<file path="src/hdl/extended_float_remainder_core_macros.svh">
// Assertion macros for the extended float remainder core.
// Depends on a clk and an arst_n signal in the scope that uses them.
`ifndef EXTENDED_FLOAT_REMAINDER_CORE_MACROS_SVH
`define EXTENDED_FLOAT_REMAINDER_CORE_MACROS_SVH

// Antecedent holds in the same cycle as the consequent.
`define EFR_ASSERT_SAME(label, ante, cons) \
	label: assert property (@(posedge clk) disable iff (!arst_n) (ante) |-> (cons)) \
		else $error("efr assertion failed");

// Consequent must hold in the cycle after the antecedent.
`define EFR_ASSERT_NEXT(label, ante, cons) \
	label: assert property (@(posedge clk) disable iff (!arst_n) (ante) |=> (cons)) \
		else $error("efr assertion failed");

`endif

</file>
<file path="src/hdl/efr_pkg.sv">
// Package for the extended float remainder core: widths, codes and payload types.
// Used by efr_datapath, efr_ctrl and extended_float_remainder_core; depends on nothing.
package efr_pkg;

	localparam int EXP_W  = 15;
	localparam int MANT_W = 64;
	// working exponent: covers 32767 down to about -130 as two's complement
	localparam int EXPI_W = 17;

	localparam logic [EXP_W-1:0]  EXP_MAX   = 15'h7fff;
	localparam logic [MANT_W-1:0] QNAN_MANT = 64'hC000_0000_0000_0000;

	typedef struct packed {
		logic              x_sign;
		logic [EXP_W-1:0]  x_exponent;
		logic [MANT_W-1:0] x_mantissa;
		logic              y_sign;
		logic [EXP_W-1:0]  y_exponent;
		logic [MANT_W-1:0] y_mantissa;
	} op_t;

	typedef struct packed {
		logic              rem_sign;
		logic [EXP_W-1:0]  rem_exponent;
		logic [MANT_W-1:0] rem_mantissa;
		logic              invalid;
	} rem_t;

	typedef enum logic [1:0] {
		RES_NAN,
		RES_PASSX,
		RES_ZERO,
		RES_CALC
	} res_sel_t;

	typedef struct packed {
		logic     load;
		logic     norm;
		logic     reduce;
		logic     final_sub;
		logic     renorm;
		logic     denorm;
		res_sel_t res_sel;
	} ctrl_cmd_t;

	typedef struct packed {
		logic invalid;
		logic pass_x;
		logic norm_done;
		logic less;
		logic same;
		logic exp_gt;
		logic ge;
		logic diff_zero;
		logic mant_top;
		logic exp_pos;
	} dp_stat_t;

endpackage

</file>
<file path="src/hdl/efr_datapath.sv">
// Datapath of the extended float remainder core: operand registers, shift-subtract unit.
// Depends on efr_pkg; driven by efr_ctrl through ctrl_cmd_t, reports through dp_stat_t.
module efr_datapath import efr_pkg::*; (
	input  logic      clk,
	input  op_t       op,
	input  ctrl_cmd_t cmd,
	output dp_stat_t  stat,
	output rem_t      res
);

	logic                     x_sign_q;
	logic [EXP_W-1:0]         x_exp_q;
	logic [MANT_W-1:0]        x_mant_q;
	logic signed [EXPI_W-1:0] ex_q;
	logic signed [EXPI_W-1:0] ey_q;
	logic [MANT_W-1:0]        mx_q;
	logic [MANT_W-1:0]        my_q;

	logic                     ge;
	logic [MANT_W-1:0]        diff;
	logic [MANT_W-1:0]        shift_sub;
	logic [MANT_W-1:0]        reduce_next;
	logic signed [EXPI_W-1:0] exp_max_w;

	assign exp_max_w = EXPI_W'(EXP_MAX);
	assign ge        = (mx_q >= my_q);
	assign diff      = mx_q - my_q;
	assign shift_sub = {mx_q[MANT_W-2:0], 1'b0} - my_q;

	always_comb begin
		if (ge) begin
			reduce_next = {diff[MANT_W-2:0], 1'b0};
		end else if (mx_q[MANT_W-1]) begin
			reduce_next = shift_sub;
		end else begin
			reduce_next = {mx_q[MANT_W-2:0], 1'b0};
		end
	end

	always_ff @(posedge clk) begin
		if (cmd.load) begin
			x_sign_q <= op.x_sign;
			x_exp_q  <= op.x_exponent;
			x_mant_q <= op.x_mantissa;
			// a zero exponent reads as one
			ex_q     <= (op.x_exponent == '0) ? EXPI_W'(1) : EXPI_W'(op.x_exponent);
			ey_q     <= (op.y_exponent == '0) ? EXPI_W'(1) : EXPI_W'(op.y_exponent);
			mx_q     <= op.x_mantissa;
			my_q     <= op.y_mantissa;
		end else if (cmd.norm) begin
			if (!mx_q[MANT_W-1]) begin
				mx_q <= {mx_q[MANT_W-2:0], 1'b0};
				ex_q <= ex_q - EXPI_W'(1);
			end
			if (!my_q[MANT_W-1]) begin
				my_q <= {my_q[MANT_W-2:0], 1'b0};
				ey_q <= ey_q - EXPI_W'(1);
			end
		end else if (cmd.reduce) begin
			mx_q <= reduce_next;
			ex_q <= ex_q - EXPI_W'(1);
		end else if (cmd.final_sub) begin
			mx_q <= diff;
		end else if (cmd.renorm) begin
			mx_q <= {mx_q[MANT_W-2:0], 1'b0};
			ex_q <= ex_q - EXPI_W'(1);
		end else if (cmd.denorm) begin
			mx_q <= {1'b0, mx_q[MANT_W-1:1]};
			ex_q <= ex_q + EXPI_W'(1);
		end
	end

	// special-case checks are valid only before the normalising shift
	assign stat.invalid   = (my_q == '0) || ((ey_q == exp_max_w) && (my_q[MANT_W-2:0] != '0))
		|| (ex_q == exp_max_w);
	assign stat.pass_x    = (ey_q == exp_max_w) || (mx_q == '0);
	assign stat.norm_done = mx_q[MANT_W-1] & my_q[MANT_W-1];
	assign stat.less      = (ex_q < ey_q) || ((ex_q == ey_q) && (mx_q < my_q));
	assign stat.same      = (ex_q == ey_q) && (mx_q == my_q);
	assign stat.exp_gt    = (ex_q > ey_q);
	assign stat.ge        = ge;
	assign stat.diff_zero = ge && (diff == '0);
	assign stat.mant_top  = mx_q[MANT_W-1];
	assign stat.exp_pos   = (ex_q > EXPI_W'(0));

	always_comb begin
		case (cmd.res_sel)
			RES_NAN: begin
				res = '{rem_sign: 1'b1, rem_exponent: EXP_MAX, rem_mantissa: QNAN_MANT,
					invalid: 1'b1};
			end
			RES_PASSX: begin
				res = '{rem_sign: x_sign_q, rem_exponent: x_exp_q, rem_mantissa: x_mant_q,
					invalid: 1'b0};
			end
			RES_ZERO: begin
				res = '{rem_sign: x_sign_q, rem_exponent: '0, rem_mantissa: '0,
					invalid: 1'b0};
			end
			RES_CALC: begin
				// a cleared integer bit marks a denormalised result
				res = '{rem_sign: x_sign_q,
					rem_exponent: mx_q[MANT_W-1] ? ex_q[EXP_W-1:0] : '0,
					rem_mantissa: mx_q, invalid: 1'b0};
			end
			default: begin
				res = '0;
			end
		endcase
	end

endmodule

</file>
<file path="src/hdl/efr_ctrl.sv">
// Controller of the extended float remainder core: sequences check, normalise, compare,
// reduce, final subtract, renormalise, denormalise and hand-off steps. Depends on efr_pkg.
module efr_ctrl import efr_pkg::*; (
	input  logic      clk,
	input  logic      arst_n,
	input  logic      op_valid,
	output logic      op_ready,
	input  logic      out_free,
	input  dp_stat_t  stat,
	output ctrl_cmd_t cmd,
	output logic      res_load
);

	typedef enum logic [3:0] {
		S_IDLE,
		S_CHECK,
		S_NORM,
		S_CMP,
		S_REDUCE,
		S_FINAL,
		S_RENORM,
		S_DENORM,
		S_DONE
	} state_t;

	state_t   state_q;
	res_sel_t sel_q;

	assign op_ready = (state_q == S_IDLE);

	// the result register is written in the hand-off cycle
	assign res_load = (state_q == S_DONE) && out_free;

	always_comb begin
		cmd           = '0;
		cmd.res_sel   = sel_q;
		cmd.load      = (state_q == S_IDLE) && op_valid;
		cmd.norm      = (state_q == S_NORM) && !stat.norm_done;
		cmd.reduce    = (state_q == S_REDUCE) && stat.exp_gt && !stat.diff_zero;
		cmd.final_sub = (state_q == S_FINAL) && stat.ge && !stat.diff_zero;
		cmd.renorm    = (state_q == S_RENORM) && !stat.mant_top;
		cmd.denorm    = (state_q == S_DENORM) && !stat.exp_pos;
	end

	always_ff @(posedge clk or negedge arst_n) begin
		if (!arst_n) begin
			state_q <= S_IDLE;
			sel_q   <= RES_NAN;
		end else begin
			case (state_q)
				S_IDLE: begin
					if (op_valid) state_q <= S_CHECK;
				end
				S_CHECK: begin
					if (stat.invalid) begin
						sel_q   <= RES_NAN;
						state_q <= S_DONE;
					end else if (stat.pass_x) begin
						sel_q   <= RES_PASSX;
						state_q <= S_DONE;
					end else begin
						state_q <= S_NORM;
					end
				end
				S_NORM: begin
					if (stat.norm_done) state_q <= S_CMP;
				end
				S_CMP: begin
					if (stat.less) begin
						sel_q   <= RES_PASSX;
						state_q <= S_DONE;
					end else if (stat.same) begin
						sel_q   <= RES_ZERO;
						state_q <= S_DONE;
					end else begin
						state_q <= S_REDUCE;
					end
				end
				S_REDUCE: begin
					if (!stat.exp_gt) begin
						state_q <= S_FINAL;
					end else if (stat.diff_zero) begin
						sel_q   <= RES_ZERO;
						state_q <= S_DONE;
					end
				end
				S_FINAL: begin
					if (stat.diff_zero) begin
						sel_q   <= RES_ZERO;
						state_q <= S_DONE;
					end else begin
						state_q <= S_RENORM;
					end
				end
				S_RENORM: begin
					if (stat.mant_top) begin
						if (stat.exp_pos) begin
							sel_q   <= RES_CALC;
							state_q <= S_DONE;
						end else begin
							state_q <= S_DENORM;
						end
					end
				end
				S_DENORM: begin
					if (stat.exp_pos) begin
						sel_q   <= RES_CALC;
						state_q <= S_DONE;
					end
				end
				S_DONE: begin
					if (out_free) state_q <= S_IDLE;
				end
				default: begin
					state_q <= S_IDLE;
				end
			endcase
		end
	end

endmodule

</file>
<file path="src/hdl/extended_float_remainder_core.sv">
// Extended float remainder core: 80-bit x87 fmod, x - trunc(x/y)*y with the sign of x.
// Top level; depends on efr_pkg, efr_ctrl, efr_datapath and the assertion macros header.
//
// Usage:
//  - Operand channel op_valid/op_ready/op_data (op_t) takes one x, y pair per transaction;
//    the result channel rem_valid/rem_ready/rem_data (rem_t) returns exactly one result.
//  - One transaction is worked at a time. From the accepting edge to rem_valid it goes
//    through check, normalise (one bit a cycle on both operands at once), compare,
//    reduce (one step per unit of exponent difference d, d at most 32828), final
//    subtract, renormalise, denormalise and hand-off. Special cases (invalid operands,
//    infinite y, zero x) go from the check straight to the hand-off.
//  - The shared 64-bit shift-subtract unit in the datapath sets the rate: the reduce
//    loop takes one exponent step per cycle.
//  - The result sits in an output register; op_ready returns as soon as the result is
//    handed to it, so the next operands may be accepted while the receiver stalls.
//    A finished result with the output register still full waits in the hand-off state.
//  - Reset (arst_n low) drops any transaction in flight and clears rem_valid.
//  - Invalid operands give the default quiet NaN with invalid raised.
//
module extended_float_remainder_core import efr_pkg::*; (
	input  logic clk,
	input  logic arst_n,
	input  logic op_valid,
	output logic op_ready,
	input  op_t  op_data,
	output logic rem_valid,
	input  logic rem_ready,
	output rem_t rem_data
);

`include "extended_float_remainder_core_macros.svh"

	ctrl_cmd_t cmd;
	dp_stat_t  stat;
	rem_t      res;
	rem_t      rem_q;
	logic      rem_valid_q;
	logic      out_free;
	logic      res_load;

	// output register is free when empty or being drained this cycle
	assign out_free = !rem_valid_q || rem_ready;

	efr_ctrl u_ctrl (
		.clk      (clk),
		.arst_n   (arst_n),
		.op_valid (op_valid),
		.op_ready (op_ready),
		.out_free (out_free),
		.stat     (stat),
		.cmd      (cmd),
		.res_load (res_load)
	);

	efr_datapath u_datapath (
		.clk  (clk),
		.op   (op_data),
		.cmd  (cmd),
		.stat (stat),
		.res  (res)
	);

	// hold the result until the receiver takes it; refill in the same cycle it drains
	always_ff @(posedge clk or negedge arst_n) begin
		if (!arst_n) begin
			rem_valid_q <= 1'b0;
		end else if (res_load) begin
			rem_valid_q <= 1'b1;
		end else if (rem_ready) begin
			rem_valid_q <= 1'b0;
		end
	end

	always_ff @(posedge clk) begin
		if (res_load) rem_q <= res;
	end

	assign rem_valid = rem_valid_q;
	assign rem_data  = rem_q;

	`EFR_ASSERT_NEXT(a_one_at_a_time, op_valid && op_ready, !op_ready)
	`EFR_ASSERT_SAME(a_nan_form, rem_valid && rem_data.invalid,
		rem_data.rem_sign && (rem_data.rem_exponent == EXP_MAX))
	`EFR_ASSERT_SAME(a_no_overwrite, rem_valid_q && !rem_ready, !res_load)

endmodule

</file>
<file path="config.mk">
export PLATFORM = sky130hd
export DESIGN_NAME = extended_float_remainder_core
export DESIGN_NICKNAME = d
export VERILOG_FILES = /design/src/hdl/efr_pkg.sv /design/src/hdl/efr_datapath.sv /design/src/hdl/efr_ctrl.sv /design/src/hdl/extended_float_remainder_core.sv
export VERILOG_INCLUDE_DIRS = /design/src /design/src/hdl
export SDC_FILE = /design/constraint.sdc
export NUM_CORES = 1
export LEC_CHECK = 0
export ABC_CLOCK_PERIOD_IN_PS = 16340
export CAP_MARGIN = 20
export CORE_ASPECT_RATIO = 0.5
export CORE_MARGIN = 5
export CORE_UTILIZATION = 55
export CTS_CLUSTER_DIAMETER = 60
export DETAILED_ROUTE_END_ITERATION = 8
export DONT_BUFFER_PORTS = 1
export GPL_TIMING_DRIVEN = 0
export PLACE_DENSITY = 0.7
export REMOVE_ABC_BUFFERS = 1
export SLEW_MARGIN = 20
export SYNTH_ARGS = -nofsm -noshare
export SYNTH_HDL_FRONTEND = slang
export SYNTH_SLANG_ARGS = --single-unit
</file>
<file path="constraint.sdc">
create_clock -name clk -period 16.34 [get_ports clk]
set_input_delay 2.451 -clock clk [delete_from_list [all_inputs] [get_ports clk]]
set_output_delay 2.451 -clock clk [all_outputs]
set_load 0.05 [all_outputs]
</file>
==> summary.txt <==
Job
  – Max-cap violation count: 0

Route
  – Detailed Route Iter0 Violations: 3748
  – Via count: between 20000 and 30000
  – Final Routed Wirelength: 101 mm
  – First-pass DRT Iterations: 7
  – Vias/cell: 7.01
  – Final antenna-violating net count: 0
  – Wire per inst: 27.7 µm
  – DRC: 0

Clock tree
  – Num CTS Buffers: 34
  – Post-CTS sizing: 0
  – Clock root cell: clkbuf_16
  – CTS clk-pin slew, worst paths: approximately 70 ps
  – Worst skew pair latency: roughly 560 ps
  – Clk buf depth: 3
  – # Post-CTS Setup Buffers: 0
  – CTS tree: yes
  – H-tree Lvls: 2
  – Clock sinks: 330
  – Cts hold-fix bufs: 0

Cells and area
  – Fill cell count: 4265
  – Area grow syn2layout: 7.69%
  – # diodes: 0
  – Nets@finish: 3277
  – Post-route insts no fill: 3635
  – Ratio of cells with drive above 1 in the final layout: 5.93%

Critical path
  – CP top delay family: simple AND/OR/NAND/NOR gates
  – CP Buf/Inv Count: 1
  – Ordered cell list for the critical path: inv_1 -> ha_1 -> fa_1 -> nand2b_1 -> a211o_1 -> a21oi_2 -> o211ai_2 -> a211oi_2 -> a211oi_1 -> nand4b_1 -> nor4_1 -> nand4_1 -> or4_4 -> nand2_1 -> nand3_2 -> o311ai_0
  – Crit path launch type: flop
  – Crit-path slowest cell: nor4_1
  – Arrival @ worst endpoint: 8140 ps
  – Crit path max fanout: 15
  – Critical path endpoint category: flop
  – Delay of the slowest cell on the worst path: about 760 ps
  – Worst path depth: 16
  – R2R depth: 16
  – Setup CP Type: flop to flop
  – Required time worst endpoint: roughly 17000 ps

Synthesis
  – Syn avg cell area: around 9 µm²
  – Sequential share of the synthesized area: 36.4%
  – Share of the synthesized area in the top cell type: around 36%
  – Largest area contributor in the netlist: edfxtp_1
  – Count leader, synth: nand2_1
  – Most frequent cells after synthesis: nand2_1 (371), edfxtp_1 (323), a21oi_1 (214), nor2_1 (180), o21ai_0 (151)
  – Yosys warnings: 0
  – Synth cell types: 100
  – #FFs+latches synth: 330
  – Async SR Flop Fraction: between 2 and 2.5%
  – Area contributors post-synth: edfxtp_1 (36%), ha_1 (6.9%), nand2_1 (5.1%)
  – Most used DFF post-synth: edfxtp_1
  – Post-synthesis cell area: 0.0271 mm²
  – Syn Inst Count: 3065
  – Post-synth EDFFs: roughly 320

GRT
  – First-pass GRT wire length: 150 mm
  – Vias in the first global route: roughly 24000
  – Largest net degree at the start of global routing: 126
  – GRT overflow: 0
  – Gr usage total: 35.9%
  – Initial antenna violation count: 2

Timing
  – Slew headroom: 14.6%
  – Final period util: 47.8%
  – RSZ-0062 raised after global routing: false
  – Slew Limit Fails: 0
  – FMAX: 0.128 GHz
  – Slew @ Worst Pin: 1280 ps
  – Final Critical Period: 7800 ps
  – Skew final: 34.4 ps
  – Final Hold Fails: 0
  – Final setup fails: 0

Placed design
  – Placed cell count: 3575
  – Post-DP HPWL: 77.9 mm
  – Gpl congestion: 0.998
  – I/O Buffers: 0

Die
  – Initial core utilization: 55.8%
  – Die Area: 0.0542 mm²
  – Die boundary height: around 170 µm
  – Ports: 247
  – Die width: between 300 and 400 µm
  – Placeable core region: 0.0486 mm²
  – Row count: 57

Hold path
  – Hold depth: 1
  – Hold Crit Class: flop to flop

Status
  – Status: complete, no violations
-- per-stage QoR --
| step | util, % | TNS [ps] | hold slack [ps] | cell area (µm²) | worst slack (ps) |
|---|---|---|---|---|---|
| 3_5_place_dp | 57.8 | 0 | 488 | 28100 | 8930 |
| 6_report | 60.1 | 0 | 505 | 29200 | 8540 |
| 5_1_grt | 60.1 | 0 | 529 | 29200 | 8540 |
| 3_3_place_gp | 55.8 | -317680 | 483 | 27200 | -5060 |
| 4_1_cts | 60.1 | 0 | 503 | 29200 | 8860 |
| 2_1_floorplan | - | 0 | 482 | 26300 | 2330 |
-- layout make-up --
type | instances | area (µm²) | share of cell area, %
repair buffers | 47 | 825 | 2.82
clock inverters | 19 | 198 | 0.677
inverters | 133 | 507 | 1.73
clock buffers | 41 | 898 | 3.07
flip-flops and latches | 330 | 9880 | 33.8
multi-input cells | 2416 | 16100 | 55.1
well taps | 649 | 812 | 2.78
-- state kept, by name, indices dropped and copies added (netlist names) --
name / flops
u_ctrl.state_q: 4
u_datapath.x_exp_q: 15
u_datapath.ex_q: 17
rem_valid: 1
u_ctrl.sel_q: 2
u_datapath.mx_q: 64
rem_data: 81
u_datapath.my_q: 64
u_datapath.x_mant_q: 64
u_datapath.x_sign_q: 1
u_datapath.ey_q: 17
-- worst paths after layout --
| check | from | to | slack, ps |
|---|---|---|---|
| worst min-delay path | u_datapath.x_sign_q | rem_data[80] | 500 |
| worst max register to register | u_datapath.mx_q[0] | u_datapath.mx_q[21] | 8540 |
| max in group asynchronous | arst_n | u_ctrl.sel_q[0] | 14670 |
| worst max-delay path | u_datapath.mx_q[0] | u_datapath.mx_q[21] | 8540 |
| worst min register to register | u_datapath.x_sign_q | rem_data[80] | 500 |
| min in group asynchronous | arst_n | u_ctrl.sel_q[1] | 1590 |
-- cell usage in the layout, fill, tap and decap left out, types with 21 or more instances in the layout --
| cell | n |
|---|---|
| a31oi_1 | 24 |
| o211ai_1 | 45 |
| o31ai_1 | 80 |
| xor2_1 | 37 |
| nand4_1 | 64 |
| or3_1 | 31 |
| a222oi_1 | 50 |
| clkbuf_16 | 35 |
| nor3_1 | 62 |
| xnor2_1 | 65 |
| ha_1 | 149 |
| edfxtp_1 | 323 |
| o21a_1 | 21 |
| inv_1 | 131 |
| and2_1 | 36 |
| nor2_1 | 178 |
| nor4_1 | 52 |
| o21ai_0 | 149 |
| a21o_1 | 73 |
| a21oi_1 | 214 |
| nor2b_1 | 92 |
| a211oi_1 | 34 |
| and3_1 | 32 |
| nand3_1 | 105 |
| mux2i_1 | 109 |
| nand2_1 | 369 |
| o21bai_1 | 22 |
-- cells by family after synthesis --
| logic type | synth area share, % |
|---|---|
| adders and majority gates | 7.02 |
| muxes | 4.56 |
| DFF | 36.4 |
| xor gates and xnor gates | 3.29 |
| buffers and inverters | 4.76 |
| and+or+nand+nor | 20.8 |
| AOI/OAI and AO/OA | 23.2 |
-- worst register-to-register path, cell delays in order (launching register included) --
cell      delay, ps
edfxtp_1        660
inv_1           170
ha_1            250
fa_1            410
nand2b_1        200
a211o_1         330
a21oi_2         350
o211ai_2        160
a211oi_2        440
a211oi_1        340
nand4b_1        400
nor4_1          760
nand4_1         320
or4_4           740
nand2_1         740
nand3_2         760
o311ai_0        570
-- routing by layer --
metal | vias to the layer above | GRT usage, % | wire length [µm]
met2 | 1551 | 52.8 | 42500
met4 | 0 | 7.90 | 2230
met3 | 146 | 7.94 | 11600
met5 | - | 0 | 0
li1 | 11500 | - | -
met1 | 12300 | 54.2 | 44500
Power is left out: the tool's default activity adds up to more than one toggle a clock period on the data nets, which glitch-free logic cannot reach.
